--- src/hw/rtl/rqnh_div_cell.sv ---
// One restoring-division step: settles one quotient bit.
module rqnh_div_cell #(
    parameter int RW    = 98,
    parameter int DW    = 65,
    parameter int QW    = 42,
    parameter int SHIFT = 0,
    parameter int SB_W  = 1
) (
    input  logic            i_clk,
    input  logic            i_en,
    input  logic [RW-1:0]   i_rem,
    input  logic [DW-1:0]   i_div,
    input  logic [QW-1:0]   i_quo,
    input  logic [SB_W-1:0] i_sb,
    output logic [RW-1:0]   o_rem,
    output logic [DW-1:0]   o_div,
    output logic [QW-1:0]   o_quo,
    output logic [SB_W-1:0] o_sb
);

    localparam int TW = ((RW > DW + SHIFT) ? RW : DW + SHIFT) + 1;

    logic [RW-1:0]   r_rem;
    logic [DW-1:0]   r_div;
    logic [QW-1:0]   r_quo;
    logic [SB_W-1:0] r_sb;
    logic [TW-1:0]   rem_x, trial, diff;
    logic            ge;

    always_comb begin
        rem_x = TW'(i_rem);
        trial = TW'(i_div) << SHIFT;
        ge    = rem_x >= trial;
        diff  = rem_x - trial;
    end

    always_ff @(posedge i_clk) begin
        if (i_en) begin
            r_rem <= ge ? diff[RW-1:0] : i_rem;
            r_quo <= i_quo | (QW'(ge) << SHIFT);
            r_div <= i_div;
            r_sb  <= i_sb;
        end
    end

    assign o_rem = r_rem;
    assign o_div = r_div;
    assign o_quo = r_quo;
    assign o_sb  = r_sb;

endmodule

--- config.mk ---
export PLATFORM = sky130hd
export DESIGN_NAME = rqnh_div_cell
export DESIGN_NICKNAME = d
export VERILOG_FILES = /design/src/hw/rtl/rqnh_div_cell.sv
export SDC_FILE = /design/constraint.sdc
export NUM_CORES = 1
export LEC_CHECK = 0
export BUFFER_PORTS_ARGS = -buffer_cell sky130_fd_sc_hd__buf_2
export CAP_MARGIN = 20
export CORE_ASPECT_RATIO = 1.75
export CORE_MARGIN = 10
export CORE_UTILIZATION = 45
export CTS_BUF_LIST = sky130_fd_sc_hd__clkbuf_4 sky130_fd_sc_hd__clkbuf_8 sky130_fd_sc_hd__clkbuf_16
export CTS_CLUSTER_DIAMETER = 60
export DETAILED_ROUTE_END_ITERATION = 16
export PLACE_DENSITY = 0.76
export SLEW_MARGIN = 40
export SYNTH_ARGS = -nofsm -noshare
export SYNTH_HDL_FRONTEND = slang
export SYNTH_SLANG_ARGS = --single-unit
export TNS_END_PERCENT = 30
--- constraint.sdc ---
create_clock -name i_clk -period 3.7 [get_ports i_clk]
set_clock_uncertainty 0.15 [all_clocks]
set_input_delay 0.37 -clock i_clk [delete_from_list [all_inputs] [get_ports i_clk]]
set_output_delay 0.37 -clock i_clk [all_outputs]
set_load 0.01 [all_outputs]
==> metrics.md <==
| Metric | Value |
|---|---|
| Synth Register Bits | `206` |
| DP Worst Slack | `-0.163 ns` |
| Largest net degree at the start of global routing | `61` |
| 1st-iter DRT viols | `642` |
| Post-synthesis compound-gate area fraction | `0.152` |
| Synth warn | `0` |
| Post-synthesis mux area share | `0.00925` |
| Ys flop type | `edfxtp_1` |
| Post-Syn Area per Cell | `10.3 µm²` |
| Min Clock Period, post-route | `3.62 ns` |
| TritonCTS clock tree | `yes` |
| Crit path cell chain | `dlygate4sd3_1, buf_2, inv_1, ha_4, buf_4, nand4_1, nor3_2, nand4_1, o311ai_2, a21oi_2, o211ai_4, buf_4, mux2_2` |
| Hold Crit Endpoint | `o_rem[97]` |
| I/O pins | `414` |
| Hold_sp | `i_rem[97]` |
| Async set-or-reset flop fraction in the synthesized netlist | `0` |
| Lkg Pwr | `7.84 nW` |
| Residual DRC | `0` |
| Setup violators final | `0` |
| Max_slew headroom | `0.444` |
| Period utilization | `0.978` |
| Die width | `144 µm` |
| Hpwl dp | `39400 µm` |
| Vias in the first global route | `12947` |
| Sequential share of the synthesized area | `0.508` |
| Status | `finished clean` |
| Initial antenna violation count | `4` |
| Area of all placed cells without fillers | `0.0178 mm²` |
| Clock Sinks | `206` |
| Synthesized instance count | `1186` |
| Critical-path top delay cell | `dlygate4sd3_1` |
| Largest family of logic cells by synthesized area | `simple AND/OR/NAND/NOR gates` |
| Worst EP required | `3.81 ns` |
| Final WS setup | `0.0808 ns` |
| Core area | `0.0267 mm²` |
| Syn nets | `1460` |
| Fmax | `0.276 GHz` |
| PwrDens | `401 mW/mm²` |
| Core Rows | `79` |
| HP Class | `in2reg` |
| Yosys cell types | `67` |
| Arr. time, crit path | `3.73 ns` |
| WL per Instance | `23.0 µm` |
| Area growth syn-to-layout | `46.5%` |
| GRT overflow | `0` |
| Startpoint Class | `input pin` |
| Setup tns final | `0 ns` |
| Post-Synth Adder-Cell Area | `0.0684` |
| Final hold slack | `0.0275 ns` |
| Layout cells sized above 1 | `0.366` |
| Synth Area in Simple Gates | `0.154` |
| Max-cap viol count | `0` |
| Critical Path End Type | `register` |
| Setup Crit Path Kind | `in2reg` |
| CTS Buf Count | `20` |
| RSZ-0062 raised after global routing | `yes` |
| Number of nets with antenna violations after routing | `0` |
| Layout Nets | `2132` |
| First-pass DRT Iterations | `5` |
| First-pass GRT wire length | `73000 µm` |
| Dpl cell area | `0.0158 mm²` |
| DR vias | `12135` |
| Clock transition at path regs | `0.06 ns` |
| Max Root-Sink Buffers | `3` |
| Die Height | `238 µm` |
| Global Route Usage Sum | `0.279` |
| Peak supply drop | `0.000397 V` |
| Post-synth EDFFs | `206` |
| Critical path's largest stage delay | `0.52 ns` |
| IO Port Bufs | `413` |
| GPL Wtd Cong | `0.959` |
| Drt via density | `5.52` |
| Clk root buf | `clkbuf_16` |
| Most common cell after layout, fill and taps aside | `buf_2` |
| Routed WL | `50600 µm` |
| Synthesized-area fraction occupied by xor and xnor cells | `0.0683` |
| Starting density of the core | `0.456` |
| Mapped cell area | `0.0122 mm²` |
| Most frequent cells in the layout | `buf_2, edfxtp_1, buf_4` |
| Htree depth | `1` |
| Final hold violations | `0` |
| Fin. max-slew vios | `0` |
| Crit Path Max Fanout | `43` |
| Die footprint | `0.0343 mm²` |
| Worst-margin pin slew | `0.827 ns` |
| Hold depth | `2` |
## sequential cells by signal (all words and copies together) (netlist names)
register and count:
o_div 65, o_rem 98, o_sb 1, o_quo 42
## cell type report
type / count / area [µm²]
Antenna cell: 3 / 7.51
Clock inverter: 10 / 128
Inverter: 87 / 327
Sequential cell: 206 / 6190
Timing Repair Buffer: 691 / 4470
Clock buffer: 26 / 563
Tap cell: 324 / 405
Fill cell: 2109 / 8850
Multi-Input combinational cell: 852 / 5750
## repair_timing
action                                  CTS  global route
hold buffers                            108             0
endpoints found under the hold margin   108             0
gates resized for setup                   0            51
endpoints found under the setup margin    0            46
buffers inserted                          0             4
## routing by layer
metal | global-route usage | routed length, µm | vias to the layer above
li1 | - | - | 5723
met3 | 0.0527 | 3380 | 153
met1 | 0.233 | 15200 | 5703
met4 | 0.161 | 3210 | 0
met5 | 0 | 0 | -
met2 | 0.569 | 28900 | 556
## report_power, final
group          leakage (nW)  switching (W)  internal (W)  total, W
sequential             2.02      0.0000719       0.00288   0.00295
clock                 0.341       0.000904       0.00129   0.00219
combinational          5.48        0.00112      0.000884   0.00200
total                  7.84        0.00209       0.00505   0.00715
## worst max path at each step
stage / start / endpoint / slack (ns) / cells past startpoint
finish: i_div[40] / o_rem[12] / 0.08 / 13
global placement: i_rem[17] / o_rem[94] / -0.13 / 15
detailed placement: i_rem[0] / o_rem[87] / -0.16 / 14
CTS: i_div[33] / o_rem[87] / 0.007 / 13
global route: i_div[12] / o_rem[51] / -0.05 / 19
floorplan: i_div[64] / o_rem[87] / 0.18 / 13
## kinds of logic after synthesis
logic type	Yosys count
XOR/XNOR	95
AO/OA/AOI/OAI	309
buffers and inverters	128
flip-flops	206
AND/OR/NAND/NOR	372
adder cells (fa/ha/maj)	66
multiplexers	10
## synth_stat cells, types with 2 or more instances
cell	n	area [µm²]
edfxtp_1	206	6190
a21oi_1	154	771
nor2_1	119	447
nand2_1	96	360
inv_1	87	327
ha_1	65	813
xnor2_1	53	464
o21ai_0	51	255
xor2_1	42	368
clkbuf_1	37	139
nand4_1	35	219
nor3_1	24	120
a21o_1	22	165
nor4_1	21	131
o21bai_1	17	128
mux2_2	10	113
nand3_1	10	50.1
or4_1	10	75.1
and3_1	7	43.8
o21a_1	7	52.6
or2_2	7	43.8
or3_1	7	43.8
a211oi_1	6	45.0
a31oi_1	6	37.5
nand2b_1	6	37.5
o211ai_1	6	45.0
a21boi_0	4	30.0
nor2b_1	4	25.0
o2111ai_1	4	35.0
a2111oi_0	3	26.3
and2_1	3	18.8
and4_1	3	26.3
buf_2	3	15.0
nand4b_1	3	26.3
nor4_2	3	37.5
nor4b_1	3	26.3
o221ai_1	3	26.3
o41ai_1	3	26.3
or4b_4	3	41.3
nor3b_1	2	15.0
o211a_1	2	20.0
o22ai_1	2	12.5
o31ai_1	2	15.0
or4_4	2	22.5
## metrics by stage
| stage | util | power, W | instances |
|---|---|---|---|
| floorplan | - | 0.00387 | 1186 |
| global placement | 0.592 | 0.00481 | 2048 |
| detailed placement | 0.592 | 0.00484 | 2048 |
| CTS | 0.658 | 0.00710 | 2192 |
| global route | 0.668 | 0.00742 | 2199 |
| finish | 0.668 | 0.00715 | 2199 |
## worst max-delay path, delay by kind of cell
family | cells | cell delay, ns
buffers and inverters | 5 | 1.34
muxes | 1 | 0.41
adders and majority gates | 1 | 0.29
and+or+nand+nor | 3 | 0.68
AOI/OAI and AO/OA | 3 | 0.59
Power figures use the tool's default switching activity.
