### config.mk
export PLATFORM = sky130hd
export DESIGN_NAME = rqnh_sqrt_cell
export DESIGN_NICKNAME = d
export VERILOG_FILES = /design/src/hw/rtl/rqnh_sqrt_cell.sv
export SDC_FILE = /design/constraint.sdc
export NUM_CORES = 1
export LEC_CHECK = 0
export BUFFER_PORTS_ARGS = -buffer_cell sky130_fd_sc_hd__buf_2
export CAP_MARGIN = 0
export CELL_PAD_IN_SITES_DETAIL_PLACEMENT = 0
export CELL_PAD_IN_SITES_GLOBAL_PLACEMENT = 1
export CORE_MARGIN = 2
export CORE_UTILIZATION = 44
export CTS_BUF_LIST = sky130_fd_sc_hd__clkbuf_4
export CTS_CLUSTER_SIZE = 14
export DETAILED_ROUTE_END_ITERATION = 8
export PLACE_DENSITY = 0.79
export SKIP_LAST_GASP = 1
export SYNTH_ARGS = -nofsm -noshare
export SYNTH_HDL_FRONTEND = slang
export SYNTH_SLANG_ARGS = --single-unit
export TNS_END_PERCENT = 1
### constraint.sdc
create_clock -name i_clk -period 9.8 [get_ports i_clk]
set_clock_uncertainty 0.2 [all_clocks]
set_input_delay 1.96 -clock i_clk [delete_from_list [all_inputs] [get_ports i_clk]]
set_output_delay 1.96 -clock i_clk [all_outputs]
set_load 0.03 [all_outputs]
### src/hw/rtl/rqnh_sqrt_cell.sv
// One integer square-root step: decides one root bit.
module rqnh_sqrt_cell #(
    parameter int VW   = 33,
    parameter int RTW  = 17,
    parameter int BIT  = 0,
    parameter int SB_W = 1
) (
    input  logic            i_clk,
    input  logic            i_en,
    input  logic [VW-1:0]   i_val,
    input  logic [RTW-1:0]  i_root,
    input  logic [SB_W-1:0] i_sb,
    output logic [VW-1:0]   o_val,
    output logic [RTW-1:0]  o_root,
    output logic [SB_W-1:0] o_sb
);

    localparam int CW = (2 * RTW > VW) ? 2 * RTW : VW;

    logic [VW-1:0]    r_val;
    logic [RTW-1:0]   r_root;
    logic [SB_W-1:0]  r_sb;
    logic [RTW-1:0]   trial;
    logic [2*RTW-1:0] sq;

    always_comb begin
        trial = i_root | (RTW'(1) << BIT);
        sq    = trial * trial;
    end

    always_ff @(posedge i_clk) begin
        if (i_en) begin
            r_root <= (CW'(sq) <= CW'(i_val)) ? trial : i_root;
            r_val  <= i_val;
            r_sb   <= i_sb;
        end
    end

    assign o_val  = r_val;
    assign o_root = r_root;
    assign o_sb   = r_sb;

endmodule

==> results of run 1 <==
kinds of logic (layout without fill, tap and decap cells):
family	Yosys count	count (layout)
buffers and inverters	346	472
AOI/OAI and AO/OA	101	101
muxes	1	1
DFF	51	51
and+or+nand+nor	251	251
other	0	1
adders and majority gates	328	328
xor gates and xnor gates	35	35
per-stage QoR:
| step | setup WS (ns) | hold slack (ns) | cells | util |
|---|---|---|---|---|
| after floorplan | 0.500 | 1.86 | 1113 | - |
| after global placement | 0.154 | 1.94 | 1550 | 0.495 |
| after detailed placement | 0.0381 | 1.94 | 1550 | 0.495 |
| after CTS | 0.483 | 1.45 | 1558 | 0.498 |
| after global routing | 0.0701 | 1.46 | 1559 | 0.499 |
| final | 0.550 | 1.49 | 1559 | 0.499 |
cell usage in the layout (no fill, tap or decap), drive strengths merged, types with 2 or more instances in the layout:
cell	n
xor2	9
o21ai	23
nor2b	13
nor2	63
buf	146
nor4	3
a31o	3
ha	138
nand2	92
a31oi	5
o2111ai	2
o211ai	4
nand3	16
or2	6
a21boi	2
or3b	2
xnor2	26
nand2b	4
inv	317
edfxtp	51
and2	25
a211oi	7
a21oi	34
nor3	9
clkbuf	5
clkinv	3
o21bai	6
fa	190
nand4	13
a21o	8
sequential cells by signal, summed over array words and instances, names as in the netlist:
name    count
o_val      33
o_sb        1
o_root     17
metal layers:
layer | global-route usage | routed length, um | vias up | share of wire
li1 | - | - | 3658 | -
met1 | 0.266 | 10200 | 3831 | 0.42
met2 | 0.373 | 12600 | 135 | 0.52
met3 | 0.0218 | 930 | 24 | 0.039
met4 | 0.0485 | 422 | 0 | 0.018
met5 | 0 | 0 | - | 0
area by class of cell:
type	count	share of cell area
Sequential cell	51	0.131
Multi-Input combinational cell	716	0.656
Inverter	318	0.102
Clock buffer	5	0.00321
Clock inverter	3	0.00235
Timing Repair Buffer	146	0.0716
Antenna cell	1	0.000214
Tap cell	319	0.0341
repair_timing:
item	4_1_cts	5_1_grt
setup endpoints to repair	0	1
buffers inserted	0	0
resized for setup	0	1
how the worst max path moves through the flow:
stage,from,to,slack [ns]
after CTS,i_root[11],o_root[0],0.48
after global routing,i_root[11],o_root[0],0.07
after global placement,i_root[4],o_root[0],0.15
after detailed placement,i_root[11],o_root[0],0.04
after floorplan,i_root[3],o_root[0],0.50
final,i_root[11],o_root[0],0.55
==> summary.md, run 1 <==
| Metric | Value |
|---|---|
| Status | `complete, no violations` |
| Max incr delay on CP | `0.51 ns` |
| Area of the multi-input gates | `7670 um^2` |
| Synth unique cells | `51` |
| DP Area | `11600 um^2` |
| Crit Path Max Fanout | `11` |
| Post-Syn Area | `10500 um^2` |
| Post-Synth XOR/XNOR Area | `0.0292` |
| Ports | `104` |
| Grt ovf | `0` |
| Vias in the first global route | `8201` |
| Pre-Repair DR Iteration Count | `5` |
| CTS max path bufs | `2` |
| Post-synthesis adder-cell area fraction | `0.527` |
| F_max | `108 MHz` |
| Period utilization | `0.944` |
| Compound-gate portion of the synthesized area | `0.0618` |
| Synth Warn # | `0` |
| Endpoint class of the critical path | `flop` |
| Drt initial violations | `294` |
| Leading area contributor after synthesis | `fa_1` |
| Final instance area | `11700 um^2` |
| Clk sink count | `51` |
| #FFs+latches synth | `51` |
| Worst Tran Pin Value | `0.705 ns` |
| Post-synthesis cell count | `1113` |
| Final setup viols | `0` |
| Largest family of logic cells by synthesized area | `adder cells` |
| Required time of the critical path | `9.82 ns` |
| Startpoint Class | `input pin` |
| Nets | `1619` |
| Max-slew violations | `0` |
| Post-synth top area share | `0.362` |
| IO Port Bufs | `103` |
| Simple-Gate Fraction of Synth Area | `0.111` |
| Filler cells | `2241` |
| Setup TNS after final layout | `0 ns` |
| First-pass GRT wire length | `40.1 mm` |
| MaxCap Viol Count | `0` |
| Pin count of the biggest net entering global routing | `52` |
| GRT Util Overall | `0.206` |
| Core area | `23500 um^2` |
| Die height | `158 um` |
| Final hold vios | `0` |
| Hold Startpoint | `i_sb` |
| Post-synth top cells | `inv_1 (316), fa_1 (190), ha_1 (138)` |
| RSZ-0062 raised after global routing | `false` |
| Seq/Total Area, Yosys | `0.146` |
| ANT nets after route | `0` |
| Hold Path Depth | `1` |
| # hold bufs at CTS | `0` |
| Syn_nets | `1494` |
| Tmin final | `9.25 ns` |
| CTS Root Cell | `clkbuf_4` |
| Reg clk slew, reported paths | `0.19 ns` |
| Area contributors post-synth | `fa_1 (36%), ha_1 (16%), edfxtp_1 (15%)` |
| Worst hold endpoint | `o_sb` |
| Mapped Avg Cell Area | `9.44 um^2` |
| CP arrival | `9.27 ns` |
| Max stage delay cell, worst path | `fa_1` |
| WL per Instance | `15.5 um` |
| Post-synth EDFFs | `51` |
| Hpwl dp | `21.0 mm` |
| H-tree levels | `2` |
| # rows | `56` |
| DIE AREA | `25100 um^2` |
| Drt drc | `0` |
| Routed Wire Length | `24.1 mm` |
| Crit path buf inv count | `7` |
| Share of cells above drive strength 1 | `0.136` |
| Worst Setup Path Type | `input pin to flop` |
| Crit path depth | `31` |
| Via count | `7648` |
| Family with the most delay on the worst path | `adder cells` |
| HP Class | `input pin to flop` |
| Register area | `1530 um^2` |
| Top-count cell post-synth | `inv_1` |
| Mux contribution to synthesized area | `0.00107` |
| Main flop type after synthesis | `edfxtp_1` |
| Final Wtd Congestion | `0.878` |
| Relative slew margins | `0.530` |
| Vias/cell | `4.91` |
| Layout area overhead | `11.4%` |
| Initial antenna violation count | `1` |
| Asr flop ratio synth | `0` |
| CTS Buf Count | `5` |
| Initial Util | `0.447` |
| CTS tree | `yes` |
| Chip width | `158 um` |
Power of run 1 is left out: the tool's default activity adds up to more than one toggle a clock period on the data nets, which glitch-free logic cannot reach.
==> inputs of run 2 (changes only) <==
--- a/config.mk
+++ b/config.mk
@@ -15,6 +15,7 @@
 export CTS_CLUSTER_SIZE = 14
 export DETAILED_ROUTE_END_ITERATION = 8
 export PLACE_DENSITY = 0.79
+export REMOVE_ABC_BUFFERS = 1
 export SKIP_LAST_GASP = 1
 export SYNTH_ARGS = -nofsm -noshare
 export SYNTH_HDL_FRONTEND = slang
==> run 2 against run 1 <==
Compared with the run above: non-clock buffer count shrank 9; count of clock-buffer cells in the layout is the same; critical path depth is 2 lower; setup slack got worse by 0.11 ns; maximum frequency decreased by 1.2%; design area fell by 0.56%; routed wire length rose by 1.9%; sequential share of layout area is 0.073 points higher; first-iteration DRC count increased by 82%; via count increased by 0.34%; utilization fell by 0.28 points.
==> summary.md, run 2 (synthesis gave the netlist of run 1 again) <==
| Metric | Value |
|---|---|
| Worst Tran Pin Value | `0.705 ns` |
| CTS max path bufs | `2` |
| Post-CTS sizing | `0` |
| Vias/cell | `4.95` |
| Pin count of the biggest net entering global routing | `52` |
| Max reg flops | `33` |
| Status | `complete, no violations` |
| Worst Setup Path Type | `input pin to flop` |
| Ports | `104` |
| MaxCap Viol Count | `0` |
| Hpwl dp | `21.5 mm` |
| Core area | `23500 um^2` |
| CTS tree | `yes` |
| Max incr delay on CP | `0.53 ns` |
| Pre-Repair DR Iteration Count | `5` |
| Vias in the first global route | `8138` |
| Drt drc | `0` |
| RSZ-0062 raised after global routing | `false` |
| DIE AREA | `25100 um^2` |
| Nets | `1610` |
| Drt initial violations | `535` |
| CP arrival | `9.35 ns` |
| Chip width | `158 um` |
| Final Wtd Congestion | `0.892` |
| # hold bufs at CTS | `0` |
| Initial antenna violation count | `1` |
| HP Class | `input pin to flop` |
| Grt ovf | `0` |
| Fin util | `0.496` |
| CTS Root Cell | `clkbuf_4` |
| ANT nets after route | `0` |
| Required time of the critical path | `9.79 ns` |
| # rows | `56` |
| Relative slew margins | `0.530` |
| WL per Instance | `15.8 um` |
| Tmin final | `9.36 ns` |
| Most common cell after layout, fill and taps aside | `inv_1` |
| Clk sink count | `51` |
| Initial Util | `0.447` |
| Die height | `158 um` |
| Routed Wire Length | `24.5 mm` |
| Crit Path Max Fanout | `12` |
| Share of cells above drive strength 1 | `0.130` |
| Final worst setup slack | `0.439 ns` |
| Final hold vios | `0` |
| Most frequent CP cell | `fa_1` |
| First-pass GRT wire length | `40.5 mm` |
| Via count | `7674` |
| Reg clk slew, reported paths | `0.20 ns` |
| H-tree levels | `2` |
| Most frequent cells in the layout | `inv_1 (316), fa_1 (190), ha_1 (138)` |
| Period utilization | `0.955` |
| IO Port Bufs | `103` |
| Post-CTS setup buffers | `0` |
| Max stage delay cell, worst path | `fa_1` |
| Layout area overhead | `10.8%` |
| Startpoint Class | `input pin` |
| Worst slack at placement | `-0.0479 ns` |
| Max-slew violations | `0` |
| CTS Buf Count | `5` |
| Hold Path Depth | `1` |
| GRT Util Overall | `0.211` |
| Final setup viols | `0` |
| F_max | `107 MHz` |
| Endpoint class of the critical path | `flop` |
run 2: cell count changes in the layout (fill, tap and decap cells not counted), sizes merged:
cell / previous run / this run
buf: 146 / 137
run 2: layout make-up:
cell class                 count  area (um^2)
inverter                     318         1190
clock buffer                   5         37.5
sequential                    51         1530
multi-input combinational    716         7670
tap                          319          399
timing repair buffer         137          771
fill                        2240        11800
clock inverter                 3         27.5
antenna                        1         2.50
run 2: path summary, 6_finish.rpt:
kind / start / to
setup / recovery: i_root[5] / o_root[0]
hold / removal: i_val[11] / o_val[11]
run 2: worst max-delay path, delay by kind of cell:
| kind | cells | cell delay, ns |
|---|---|---|
| compound gates | 5 | 0.91 |
| xor+xnor | 1 | 0.13 |
| fa+ha+maj | 8 | 3.60 |
| buf+inv | 5 | 0.74 |
| simple gates | 10 | 1.99 |
run 2: through the flow:
stage,TNS [ns],hold slack [ns],instance area (um^2),instances
finish,0,1.50,11600,1550
global route,0,1.47,11600,1550
CTS,0,1.47,11600,1549
detailed placement,-0.0479,1.94,11600,1541
global placement,0,1.94,11600,1541
floorplan,0,1.86,10400,1085
run 2: routing by layer:
layer | track usage | share of wire | vias to the layer above
met1 | 0.262 | 0.40 | 3802
li1 | - | - | 3639
met3 | 0.0278 | 0.042 | 44
met2 | 0.380 | 0.52 | 189
met4 | 0.0699 | 0.031 | 0
met5 | 0 | 0 | -
Power of run 2 is left out for the same reason.
==> inputs of run 3 (changes only) <==
==> constraint.sdc (replaced) <==
create_clock -name i_clk -period 9.8 [get_ports i_clk]
set_clock_uncertainty 0.2 [all_clocks]
set_input_delay 0 -clock i_clk [delete_from_list [all_inputs] [get_ports i_clk]]
set_output_delay 0 -clock i_clk [all_outputs]
set_load 0.03 [all_outputs]
==> run 3 against run 2 <==
Compared with the run above: design area is 2.2% higher; die area stayed put; via count shrank 0.39%; critical path type unchanged; largest cell class unchanged.
==> summary.md, run 3 (synthesis gave the netlist of run 1 again) <==
| Metric | Value |
|---|---|
| Status | `complete, no violations` |
| Worst hold endpoint | `o_root[4]` |
| Vias in the first global route | `7879` |
| Hpwl dp | `19.6 mm` |
| CP arrival | `8.47 ns` |
| Via count | `7644` |
| Layout area overhead | `13.2%` |
| Crit Path Max Fanout | `13` |
| Max incr delay on CP | `0.57 ns` |
| Initial Util | `0.447` |
| Worst Setup Path Type | `input pin to flop` |
| Final hold vios | `0` |
| HP Class | `input pin to flop` |
| Required time of the critical path | `9.83 ns` |
| Core area | `23500 um^2` |
| Reg clk slew, reported paths | `0.19 ns` |
| Layout Cells excl Fill | `1569` |
| Final worst setup slack | `1.36 ns` |
| Tmin final | `8.44 ns` |
| Post-CTS setup buffers | `0` |
| CTS tree | `yes` |
| Relative slew margins | `0.533` |
| Most frequent CP cell | `fa_1` |
| CTS Root Cell | `clkbuf_4` |
| WL per Instance | `15.3 um` |
| CTS max path bufs | `2` |
| Grt ovf | `0` |
| Hold Startpoint | `i_en` |
| Drt initial violations | `358` |
| F_max | `118 MHz` |
| H-tree levels | `2` |
| ANT nets after route | `0` |
| Setup TNS after final layout | `0 ns` |
| Most common cell after layout, fill and taps aside | `inv_1` |
| Endpoint class of the critical path | `flop` |
| Initial antenna violation count | `2` |
| Pre-Repair DR Iteration Count | `5` |
| Period utilization | `0.862` |
| # rows | `56` |
| IO Port Bufs | `103` |
| Max reg flops | `33` |
| Share of cells above drive strength 1 | `0.100` |
| GRT Util Overall | `0.205` |
| Most frequent cells in the layout | `inv_1 (316), fa_1 (190), ha_1 (138)` |
| Pin count of the biggest net entering global routing | `52` |
| Die height | `158 um` |
| Hold Path Depth | `2` |
| Clk sink count | `51` |
| Final Wtd Congestion | `0.862` |
| Chip width | `158 um` |
| First-pass GRT wire length | `39.6 mm` |
| MaxCap Viol Count | `0` |
| RSZ-0062 raised after global routing | `false` |
| CTS Buf Count | `5` |
| Final setup viols | `0` |
| Max-slew violations | `0` |
| Routed Wire Length | `24.1 mm` |
| DIE AREA | `25100 um^2` |
| Vias/cell | `4.87` |
| Startpoint Class | `input pin` |
| Worst slack at placement | `1.48 ns` |
| Worst Tran Pin Value | `0.701 ns` |
| Inst Count DP | `1508` |
| Max stage delay cell, worst path | `fa_1` |
| Drt drc | `0` |
| Nets | `1628` |
| Ports | `104` |
-- run 3: cell count changes in the layout (fill, tap and decap cells not counted), sizes merged --
cell	previous run	this run
dlygate4sd3	0	51
diode	1	2
buf	137	104
inv	317	318
clkinv	3	2
-- run 3: critical path: cells and delay by family --
kind,cells,cell delay (ns)
buf+inv,6,1.45
simple gates,10,2.13
xor+xnor,2,0.35
fa+ha+maj,8,3.55
compound gates,5,0.96
-- run 3: cell type report --
type / instances / area [um^2]
diodes: 2 / 5.00
clock buffers: 5 / 37.5
clock inverters: 3 / 27.5
fillers: 2166 / 11600
inverters: 318 / 1190
multi-input cells: 716 / 7660
flip-flops and latches: 51 / 1530
well taps: 319 / 399
repair buffers: 155 / 1030
-- run 3: worst max path at each step --
| stage | start | to |
|---|---|---|
| 3_5_place_dp | i_root[10] | o_root[0] |
| 5_1_grt | i_root[10] | o_root[0] |
| 6_report | i_root[10] | o_root[0] |
| 2_1_floorplan | i_root[10] | o_root[0] |
| 3_3_place_gp | i_root[15] | o_root[0] |
| 4_1_cts | i_root[10] | o_root[0] |
-- run 3: per-layer routing --
| metal | GRT usage | up-vias | routed length (um) |
|---|---|---|---|
| li1 | - | 3671 | - |
| met1 | 0.276 | 3802 | 10500 |
| met2 | 0.361 | 152 | 12300 |
| met3 | 0.0278 | 19 | 1050 |
| met4 | 0.0317 | 0 | 217 |
| met5 | 0 | - | 0 |
-- run 3: metrics by stage --
stage                     hold WS (ns)  instance area (um^2)  utilization
after global routing            0.0410                 11900        0.507
after floorplan                 -0.101                 10400            -
final                           0.0488                 11900        0.507
after detailed placement       -0.0202                 11300        0.482
after CTS                       0.0252                 11900        0.506
after global placement         -0.0228                 11300        0.482
-- run 3: timing repair --
item / in CTS / in global routing
hold endpoints to repair: 51 / 0
hold buffers: 51 / 0
resized for setup: 0 / 0
Power of run 3 is left out for the same reason.
